**config.mk**
```make
export PLATFORM = sky130hd
export DESIGN_NAME = kdf_ram
export DESIGN_NICKNAME = d
export VERILOG_FILES = /design/src/rtl/kmer_diagonal_finder_assert.svh /design/src/rtl/kdf_ram.sv
export SDC_FILE = /design/constraint.sdc
export NUM_CORES = 1
export LEC_CHECK = 0
export ABC_CLOCK_PERIOD_IN_PS = 2900
export BUFFER_PORTS_ARGS = -buffer_cell sky130_fd_sc_hd__buf_2
export CORE_MARGIN = 8
export CORE_UTILIZATION = 50
export CTS_BUF_LIST = sky130_fd_sc_hd__clkbuf_16
export DETAILED_ROUTE_END_ITERATION = 8
export PLACE_DENSITY = 0.66
export SETUP_SLACK_MARGIN = 0.15
export SYNTH_ARGS = -nofsm -noshare
export SYNTH_HDL_FRONTEND = slang
export SYNTH_SLANG_ARGS = --single-unit
```
**constraint.sdc**
```tcl
create_clock -name clk -period 2.9 [get_ports clk]
set_input_delay 0.435 -clock clk [delete_from_list [all_inputs] [get_ports clk]]
set_output_delay 0.435 -clock clk [all_outputs]
set_load 0.05 [all_outputs]
```
**src/rtl/kmer_diagonal_finder_assert.svh**
```systemverilog
// ---------------------------------------------------------------------------
// kmer_diagonal_finder assertion macros
// Concurrent checks clocked on clk, disabled while rst_n is low.
// ---------------------------------------------------------------------------
`ifndef KMER_DIAGONAL_FINDER_ASSERT_SVH
`define KMER_DIAGONAL_FINDER_ASSERT_SVH

`ifndef NO_ASSERTIONS
// same-cycle implication
`define KDF_ASSERT_IMP(lbl, ante, cons) \
  lbl: assert property (@(posedge clk) disable iff (!rst_n) (ante) |-> (cons)) \
    else $error("kdf check failed");
// next-cycle implication
`define KDF_ASSERT_NXT(lbl, ante, cons) \
  lbl: assert property (@(posedge clk) disable iff (!rst_n) (ante) |=> (cons)) \
    else $error("kdf check failed");
`else
`define KDF_ASSERT_IMP(lbl, ante, cons)
`define KDF_ASSERT_NXT(lbl, ante, cons)
`endif

`endif

```
**src/rtl/kdf_ram.sv**
```systemverilog
// ---------------------------------------------------------------------------
// kdf_ram
// Simple dual-port synchronous RAM, one write and one registered read port.
// ---------------------------------------------------------------------------
module kdf_ram #(
  parameter int WIDTH = 8,
  parameter int DEPTH = 32
) (
  input  logic                     clk,
  input  logic                     we,
  input  logic [$clog2(DEPTH)-1:0] waddr,
  input  logic [WIDTH-1:0]         wdata,
  input  logic [$clog2(DEPTH)-1:0] raddr,
  output logic [WIDTH-1:0]         rdata
);

  logic [WIDTH-1:0] mem [DEPTH];

  always_ff @(posedge clk) begin
    if (we) begin
      mem[waddr] <= wdata;
    end
  end

  always_ff @(posedge clk) begin
    rdata <= mem[raddr];
  end

endmodule

```
==> out/metrics.cfg, run 1 <==
[status]
status = finished, final reports clean

[synth]
synth_cell_types = 15
syn-num-nets = 437
yosys.area.top_type = edfxtp_1
syn_inst = 417
ys_ff_latch = 264
syn_area_per_cell_um2 = 24.1
yosys-top-cells-area = edfxtp_1 76%, mux4_2 18%, dfxtp_1 1.6%, nor2_1 1.2%, mux2_2 0.90%
yosysSeqAreaShare = 0.781
synth_area_mm2 = 0.0101
synth_top_area_frac = 0.765
yosysWarnings = 0

[clock_tree]
clock-sinks = 264
root_buffer = clkbuf_16
clk-insertion-delay-late_ns = 0.52
cts_tree = built
ctsLongestPathBuffers = 3
cts_setup_buffers = 0
h-tree-depth = 1
cts_resized = 0
cts.reportedPaths.clkPinSlew_ns = 0.06
cts_buffers = 26
hold_buffers = 0

[place]
dpl_worst_slack_ns = 0.371
dp.cells = 727
portBuffers = 27
detailed_place_hpwl_um = 12700
gp_congestion = 0.745
placed_cell_area_mm2 = 0.0107

[grt]
antenna_found_initial = 0
grt_pass1_wl_um = 31100
track_usage = 0.174
grt_pass1_vias = 4665
grt-ovfl-total = 0
grt_start_max_net_pins = 65

[routing]
drtIter0Drc = 592
wl_um = 20800
viasPerCell = 5.87
drcViolationCount = 0
num_vias = 4534
drtPass1Iterations = 5
ant_nets = 0
wl_per_cell_um = 26.9

[die]
core_mm2 = 0.0200
start_util = 0.503
fp-row-count = 52
io_pins = 28
die-height_um = 158
dieArea_mm2 = 0.0249
dieWidth_um = 158

[timing]
rsz0062_at_grt = false
finalSetupViolCount = 0
setup_ws_ns = 0.939
worst_pin_slew_ns = 0.861
max_freq_ghz = 0.510
slew_headroom = 0.424
hold_ws_ns = 0.384
tns_ns = 0
finalCritPeriodShare = 0.676
min_period_ns = 1.96
final-max-slew-violation-count = 0
hold_viol_final = 0
fin_skew_ns = 0.0103

[setup_path]
critPathKind = in2reg
arrival_ns = 2.36
reg2reg_to = rdata[5]$_DFF_P_
slowest_delay_ns = 0.57
slowest_stage = mux4_2
crit_required_ns = 3.30
r2r_slack_ns = 1.09
crit_chain = buf_4, buf_12, mux4_2, mux4_2, mux2_2
timing.rr.start = mem[24][5]$_DFFE_PP_
crit_top_cell = mux4_2
cp-end-kind = flip-flop
ff2ff_path_depth = 3
worstPathMaxFanout = 20
critPathLaunchType = primary input

[final_layout]
layout-drive-gt1-share = 0.366
fin_area_mm2 = 0.0115
fillerInstances = 1438
final_common_cell = edfxtp_1
instances_no_fill = 773
nets = 505
syn_to_final_growth_pct = 14.4
mostFrequentLayoutCells = 256 x edfxtp_1, 80 x mux4_2, 33 x nor2_1, 30 x buf_4, 27 x clkbuf_16
antenna_cells = 0
utilization = 0.576

[power]
peakVddDrop_v = 0.000417
leakage_nw = 3.66
fin_total_pwr_mw = 7.80
powerDensity_mw_per_mm2 = 678

[worst_hold_path]
hp-start = raddr[3]
hp-class = in2reg
whs_path_depth = 2
hold_path_end = rdata[0]$_DFF_P_

[flow_run]
drv_cap = 0

==> synth_stat cells <==
master,instances
edfxtp_1,256
nand3_1,2
dfxtp_1,8
or3b_2,3
or3_1,1
mux4_2,80
buf_4,6
nor2_1,33
buf_1,6
buf_2,1
nand3b_1,5
nand2_1,1
buf_6,1
mux2_2,8
clkbuf_1,6
==> registers in the layout (all words and copies together), names as in the netlist <==
register	flops
mem	256
rdata	8
==> worst max-delay path: cells and delay by family <==
| family | cells | cell delay (ns) |
|---|---|---|
| multiplexers | 3 | 1.37 |
| buffers and inverters | 2 | 0.54 |
==> how the worst max path moves through the flow <==
stage	start	to	cells after the start
floorplan	raddr[2]	rdata[0]$_DFF_P_	5
global placement	raddr[0]	rdata[5]$_DFF_P_	5
detailed placement	raddr[0]	rdata[6]$_DFF_P_	5
CTS	raddr[0]	rdata[6]$_DFF_P_	5
global route	raddr[0]	rdata[3]$_DFF_P_	5
finish	raddr[0]	rdata[3]$_DFF_P_	5
==> cells by family (layout without fill, tap and decap cells) <==
| logic type | after synthesis | in the layout | share of synthesized area |
|---|---|---|---|
| flops | 264 | 264 | 0.781 |
| simple gates | 45 | 45 | 0.0207 |
| buf+inv | 20 | 106 | 0.0106 |
| mux | 88 | 88 | 0.188 |
==> power by group <==
| part | switching, mW | leakage (nW) | internal (mW) |
|---|---|---|---|
| clock network | 1.33 | 0.395 | 1.76 |
| registers | 0.0167 | 2.37 | 4.24 |
| logic | 0.269 | 0.895 | 0.180 |
| total | 1.62 | 3.66 | 6.18 |
==> layer usage <==
metal / part of all wire / GRT usage
met1: 0.44 / 0.249
met2: 0.49 / 0.274
met3: 0.054 / 0.0298
met4: 0.018 / 0.0431
met5: 0 / 0
==> layout make-up <==
| class | count | area [um2] | area share |
|---|---|---|---|
| flip-flops and latches | 264 | 7850 | 0.682 |
| multi-input cells | 133 | 2100 | 0.183 |
| repair buffers | 60 | 435 | 0.0379 |
| clock inverters | 19 | 108 | 0.00935 |
| well taps | 270 | 338 | 0.0294 |
| clock buffers | 27 | 676 | 0.0587 |
No activity file was read; power rests on OpenSTA's default activity.
==> inputs of run 2 (changes only) <==
- ABC_AREA: default -> 1
- ABC_CLOCK_PERIOD_IN_PS: 2900 -> 1830
- clock period: 2.9 -> 1.83 ns (I/O delays scaled with it)
==> run 2 against run 1 <==
Net effect: worst hold slack worse by 0.25 ns; register-to-register slack worse by 0.41 ns; die area is 6.5% higher; utilization is 0.30 points higher; area after synthesis is 7.3% higher; count of clock-buffer cells in the layout is 2 lower; non-clock buffer count is 19 higher; sequential power is 58% higher; global-route usage is 1.9 points higher; critical endpoint is now rdata[0]; largest cell class unchanged; largest power group unchanged.
==> out/metrics.cfg, run 2 <==
[status]
status = finished, final reports clean  ; unchanged

[final_layout]
antenna_cells = 0  ; unchanged
mostFrequentLayoutCells = 360 x nand2_1, 256 x edfxtp_1, 204 x nand3_1, 44 x buf_4, 32 x nor2_1  ; was 256 x edfxtp_1, 80 x mux4_2, 33 x nor2_1, 30 x buf_4, 27 x clkbuf_16
instances_no_fill = 1269  ; was 773
layout-drive-gt1-share = 0.118  ; was 0.366
top_register = mem  ; unchanged
syn_to_final_growth_pct = 13.2  ; was 14.4%
final_common_cell = nand2_1  ; was edfxtp_1
nets = 996  ; was 505
largest_reg_flops = 256  ; unchanged
reg_top3 = mem x256, rdata x8  ; unchanged

[synth]
yosys.area.top_type = edfxtp_1  ; unchanged
synth-edff-count = 256  ; unchanged
syn_inst = 922  ; was 417
synth_top_area_frac = 0.713  ; was 0.765
synth_area_mm2 = 0.0108  ; was 0.0101 mm2
ys.flop_type = edfxtp_1  ; unchanged
yosysWarnings = 0  ; unchanged
ys_ff_latch = 264  ; unchanged
syn_area_per_cell_um2 = 11.7  ; was 24.1 um2
synth_cell_types = 12  ; was 15
synthTopCellsByCount = 360 x nand2_1, 256 x edfxtp_1, 204 x nand3_1  ; was 256 x edfxtp_1, 80 x mux4_2, 33 x nor2_1
yosys-top-cells-area = edfxtp_1 71%, nand2_1 13%, nand3_1 9.5%, buf_6 2.5%, dfxtp_1 1.5%  ; was edfxtp_1 76%, mux4_2 18%, dfxtp_1 1.6%, nor2_1 1.2%, mux2_2 0.90%
yosysSeqAreaShare = 0.728  ; was 0.781
synthArstFlopShare = 0  ; unchanged
syn-num-nets = 942  ; was 437
synth_most_common_cell = nand2_1  ; was edfxtp_1

[power]
power_switching_mw = 2.81  ; was 1.62 mW
peakVddDrop_v = 0.000760  ; was 0.000417 V
power.share.sequential = 0.522  ; was 0.546
cell_internal_pwr_mw = 10.1  ; was 6.18 mW
clock_power_share = 0.410  ; was 0.396
powerDensity_mw_per_mm2 = 1060  ; was 678 mW/mm2
leakage_nw = 4.62  ; was 3.66 nW
fin_total_pwr_mw = 12.9  ; was 7.80 mW
combPwrFrac = 0.068  ; was 0.058
swShare = 0.217  ; was 0.208

[timing]
worst_pin_slew_ns = 0.685  ; was 0.861 ns
tns_ns = 0  ; unchanged
max_freq_ghz = 0.661
finalSetupViolCount = 0  ; unchanged
setup_ws_ns = 0.317  ; was 0.939 ns
fin_skew_ns = 0.0124  ; was 0.0103 ns
min_period_ns = 1.51
final-max-slew-violation-count = 0  ; unchanged
hold_viol_final = 0  ; unchanged
finalCritPeriodShare = 0.827
rsz0062_at_grt = false  ; unchanged
slew_headroom = 0.543  ; was 0.424

[clock_tree]
clk-insertion-delay-late_ns = 0.52  ; about the same
h-tree-depth = 1  ; unchanged
cts_setup_buffers = 0  ; unchanged
clock-sinks = 264  ; unchanged
ctsLongestPathBuffers = 3  ; unchanged
cts.reportedPaths.clkPinSlew_ns = 0.07  ; was 0.06 ns
cts_resized = 0  ; unchanged
hold_buffers = 0  ; unchanged
cts_tree = built  ; unchanged
cts_buffers = 25  ; was 26
root_buffer = clkbuf_16  ; unchanged

[routing]
viasPerCell = 5.55  ; was 5.87
wl_um = 25100  ; was 20,800 um
drtIter0Drc = 649  ; was 592
num_vias = 7037  ; was 4,534
wl_per_cell_um = 19.8  ; was 26.9 um
drtPass1Iterations = 5  ; unchanged
drcViolationCount = 0  ; unchanged
ant_nets = 0  ; unchanged

[worst_hold_path]
hp-start = raddr[4]  ; was raddr[3]
hp-class = in2reg  ; unchanged
whs_path_depth = 3  ; was 2

[setup_path]
critPathKind = reg2out  ; was in2reg
arrival_ns = 1.24  ; was 2.36 ns
slowest_stage = dfxtp_1  ; was mux4_2
cp-end-kind = output pin  ; was flip-flop
critPathBufInv = 1  ; was 2
path_depth = 1  ; was 5
timing.rr.start = mem[1][2]$_DFFE_PP_  ; was mem[24][5]$_DFFE_PP_
setup.worst_path.start = rdata[0]$_DFF_P_  ; was raddr[0]
crit_chain = buf_2  ; was buf_4, buf_12, mux4_2, mux4_2, mux2_2
slowest_delay_ns = 0.42  ; was 0.57 ns
worstPathMaxFanout = 1  ; was 20
crit_required_ns = 1.56  ; was 3.30 ns
ff2ff_path_depth = 8  ; was 3
critPathLaunchType = flip-flop  ; was primary input
crit_family = flip-flops  ; was multiplexers

[place]
detailed_place_hpwl_um = 14700  ; was 12,700 um
gp_congestion = 0.793  ; was 0.745
dpl_worst_slack_ns = 0.243  ; was 0.371 ns
portBuffers = 27  ; unchanged
dp.cells = 1224  ; was 727

[die]
io_pins = 28  ; unchanged
start_util = 0.512  ; was 0.503
dieWidth_um = 163  ; was 158 um
dieArea_mm2 = 0.0265  ; was 0.0249 mm2
die-height_um = 163  ; was 158 um
core_mm2 = 0.0211  ; was 0.0200 mm2
fp-row-count = 53  ; was 52

[grt]
grt_pass1_vias = 6966  ; was 4,665
grt_start_max_net_pins = 88  ; was 65
track_usage = 0.192  ; was 0.174
grt_pass1_wl_um = 39400  ; was 31,100 um
grt-ovfl-total = 0  ; unchanged
antenna_found_initial = 0  ; unchanged

[flow_run]
drv_cap = 0  ; unchanged

## run 2: changes by cell type after synthesis, sizes merged, moves of 5 or more
cell    before  now
nand3        2  204
mux2         8    0
inv          0   10
mux4        80    0
nand3b       5    0
buf         14   45
nand2        1  360
## run 2: tightest hold or removal path: stages
cell and delay, ns:
buf_2 0.19, nand2_1 0.10, nand2_1 0.05
## run 2: layout make-up
class / count / area (um2)
clock inverters: 20 / 218
clock buffers: 25 / 626
fillers: 1742 / 8880
repair buffers: 79 / 641
flip-flops and latches: 264 / 7850
multi-input cells: 596 / 2490
well taps: 275 / 344
inverters: 10 / 40.0
## run 2: cells by family (layout without fill, tap and decap cells)
family,Yosys count,count (layout),synth area share
flops,264,264,0.728
simple gates,596,596,0.231
buf+inv,62,134,0.0414
## run 2: final timing paths
check / slack [ns] / to
max: 0.32 / rdata[0]
min: 0.13 / rdata[1]$_DFF_P_
max reg2reg: 0.68 / rdata[2]$_DFF_P_
min reg2reg: 0.76 / rdata[3]$_DFF_P_
## run 2: layer usage
| metal | routed length (um) | up-vias | track usage |
|---|---|---|---|
| li1 | - | 3314 | - |
| met3 | 1920 | 35 | 0.0331 |
| met1 | 11100 | 3417 | 0.268 |
| met2 | 11600 | 271 | 0.308 |
| met5 | 0 | - | 0 |
| met4 | 466 | 0 | 0.0505 |
## run 2: power groups by stage
| stage | clock network [mW] | logic (mW) | registers (mW) |
|---|---|---|---|
| floorplan | 0 | 0.484 | 6.94 |
| global placement | 0 | 0.873 | 6.88 |
| detailed placement | 0 | 0.885 | 6.88 |
| CTS | 5.37 | 0.888 | 6.75 |
| global route | 5.60 | 0.977 | 6.76 |
| finish | 5.31 | 0.883 | 6.75 |
## run 2: per-stage QoR
| step | instance area [um2] | hold WS (ns) | utilization |
|---|---|---|---|
| global placement | 11400 | 0.636 | 0.539 |
| finish | 12200 | 0.133 | 0.579 |
| CTS | 12200 | 0.101 | 0.579 |
| floorplan | 10800 | 0.373 | - |
| detailed placement | 11400 | 0.642 | 0.539 |
| global route | 12200 | 0.118 | 0.579 |
==> inputs of run 3 (changes only) <==
- ABC_AREA: 1 -> 0
- ABC_CLOCK_PERIOD_IN_PS: 1830 -> 1320
- PLACE_DENSITY: 0.66 -> 0.69
- clock period: 1.83 -> 1.32 ns (I/O delays scaled with it)
==> run 3 against run 2 <==
Net effect: the run now ends with setup timing left; final area fell by 1.9%; sequential cell count stayed put; combinational power rose by 36%; wire length fell by 21%; via count decreased by 37%; worst hold slack lost 0.023 ns; global-route usage decreased by 2.5 points; critical path type is now reg2reg; critical endpoint is now rdata[7]$_DFF_P_.
==> out/metrics.cfg, run 3 (synthesized netlist as in run 1, its figures left out) <==
[status]
status = finished with violations  ; was finished, final reports clean
violations = setup timing

[final_layout]
final_common_cell = edfxtp_1  ; was nand2_1
antenna_cells = 0  ; unchanged
top_register = mem  ; unchanged
layout-drive-gt1-share = 0.438  ; was 0.118
syn_to_final_growth_pct = 19.1  ; was 13.2%
nets = 500  ; was 996
fin_area_mm2 = 0.0120  ; was 0.0122 mm2
reg_top3 = mem x256, rdata x8  ; unchanged
mostFrequentLayoutCells = 256 x edfxtp_1, 80 x mux4_2, 32 x nor2_4, 25 x clkbuf_16, 18 x buf_2  ; was 360 x nand2_1, 256 x edfxtp_1, 204 x nand3_1, 44 x buf_4, 32 x nor2_1
largest_reg_flops = 256  ; unchanged

[timing]
hold_viol_final = 0  ; unchanged
fin_skew_ns = 0.0125  ; was 0.0124 ns
worst_pin_slew_ns = 0.605  ; was 0.685 ns
max_freq_ghz = 0.551
finalCritPeriodShare = 1.38
slew_headroom = 0.597  ; was 0.543
final-max-slew-violation-count = 0  ; unchanged
setup_ws_ns = -0.495  ; was 0.317 ns
min_period_ns = 1.82
rsz0062_at_grt = true  ; was false
finalSetupViolCount = 8  ; was 0

[grt]
grt_start_max_net_pins = 33  ; was 88
met2_usage = 0.274  ; was 0.308
grt.busiest_layer = met2  ; unchanged
grt-ovfl-total = 0  ; unchanged
use_met3 = 0.0232  ; was 0.0331
grt_pass1_wl_um = 30000  ; was 39,400 um
track_usage = 0.167  ; was 0.192
antenna_found_initial = 0  ; unchanged
gr-usage-met1 = 0.233  ; was 0.268
grt_pass1_vias = 4693  ; was 6,966

[clock_tree]
h-tree-depth = 1  ; unchanged
clk-insertion-delay-late_ns = 0.51  ; was 0.52 ns
clock-sinks = 264  ; unchanged
cts_setup_buffers = 0  ; unchanged
ctsLongestPathBuffers = 3  ; unchanged
root_buffer = clkbuf_16  ; unchanged
cts_tree = built  ; unchanged
cts.reportedPaths.clkPinSlew_ns = 0.06  ; was 0.07 ns
cts_buffers = 25  ; unchanged
hold_buffers = 0  ; unchanged

[flow_run]
drv_cap = 0  ; unchanged

[power]
swShare = 0.206  ; was 0.217
power_switching_mw = 3.54  ; was 2.81 mW
peakVddDrop_v = 0.000933  ; was 0.000760 V
combPwrFrac = 0.069  ; was 0.068
powerDensity_mw_per_mm2 = 1440  ; was 1060 mW/mm2
leakage_nw = 3.76  ; was 4.62 nW
power.share.sequential = 0.545  ; was 0.522
clock_power_share = 0.386  ; was 0.410
cell_internal_pwr_mw = 13.7  ; was 10.1 mW

[die]
dieArea_mm2 = 0.0249  ; was 0.0265 mm2
start_util = 0.503  ; was 0.512
fp-row-count = 52  ; was 53
die-height_um = 158  ; was 163 um
io_pins = 28  ; unchanged
core_mm2 = 0.0200  ; was 0.0211 mm2
dieWidth_um = 158  ; was 163 um

[setup_path]
crit_required_ns = 1.72  ; was 1.56 ns
critPathKind = reg2reg  ; was reg2out
r2r_slack_ns = -0.50  ; was 0.68 ns
critPathLaunchType = flip-flop  ; unchanged
cp-end-kind = flip-flop  ; was output pin
arrival_ns = 2.21  ; was 1.24 ns
worstPathMaxFanout = 1  ; unchanged

[routing]
drcViolationCount = 0  ; unchanged
viasPerCell = 5.78  ; was 5.55
wl_um = 19700  ; was 25,100 um
num_vias = 4436  ; was 7,037
drtPass1Iterations = 5  ; unchanged
ant_nets = 0  ; unchanged
wl_per_cell_um = 25.7  ; was 19.8 um
drtIter0Drc = 324  ; was 649

[worst_hold_path]
hp-class = in2reg  ; unchanged

[place]
placed_cell_area_mm2 = 0.0111  ; was 0.0114 mm2
dpl_worst_slack_ns = -0.815  ; was 0.243 ns
portBuffers = 27  ; unchanged
gp_congestion = 0.759  ; was 0.793
detailed_place_hpwl_um = 12600  ; was 14,700 um

run 3: final cells by class:
type | instances | area [um2]
flip-flops and latches | 264 | 7860
repair buffers | 56 | 632
clock inverters | 20 | 135
fillers | 1372 | 8000
multi-input cells | 133 | 2380
clock buffers | 25 | 626
well taps | 270 | 338
run 3: final timing paths:
| kind | start | depth (start not counted) | endpoint |
|---|---|---|---|
| setup / recovery | mem[26][7]$_DFFE_PP_ | 3 | rdata[7]$_DFF_P_ |
| hold / removal | wdata[5] | 2 | mem[16][5]$_DFFE_PP_ |
| setup reg to reg | mem[26][7]$_DFFE_PP_ | 3 | rdata[7]$_DFF_P_ |
| hold reg to reg | mem[22][4]$_DFFE_PP_ | 3 | rdata[4]$_DFF_P_ |
run 3: power groups by stage:
| stage | clock, mW | combinational, mW | sequential [mW] |
|---|---|---|---|
| 2_1_floorplan | 0 | 0.592 | 9.64 |
| 3_3_place_gp | 0 | 1.10 | 9.54 |
| 3_5_place_dp | 0 | 1.13 | 9.55 |
| 4_1_cts | 6.72 | 1.20 | 9.39 |
| 5_1_grt | 6.98 | 1.26 | 9.39 |
| 6_report | 6.64 | 1.20 | 9.38 |
run 3: metal layers:
metal / vias to the layer above / wire length (um)
met4: 0 / 352
li1: 1907 / -
met5: - / 0
met3: 24 / 1120
met1: 2373 / 8500
met2: 132 / 9750
run 3: worst max-delay path, stage by stage, from the launching register on:
cell,delay [ns]
edfxtp_1,0.37
mux4_2,0.51
mux4_2,0.54
mux2_4,0.28
run 3: what timing repair did:
action / in CTS / in global routing
setup endpoints to repair: 16 / 16
hold endpoints to repair: 0 / 0
resized for setup: 34 / 4
run 3: through the flow:
step	setup TNS (ns)	instances	util	power (mW)	hold slack [ns]
after floorplan	-24.44	417	-	10.2	0.297
after global placement	-28.19	723	0.556	10.6	0.613
after detailed placement	-30.74	723	0.556	10.7	0.633
after CTS	-3.86	768	0.599	17.3	0.100
after global routing	-3.98	768	0.599	17.6	0.115
final	-3.73	768	0.599	17.2	0.109
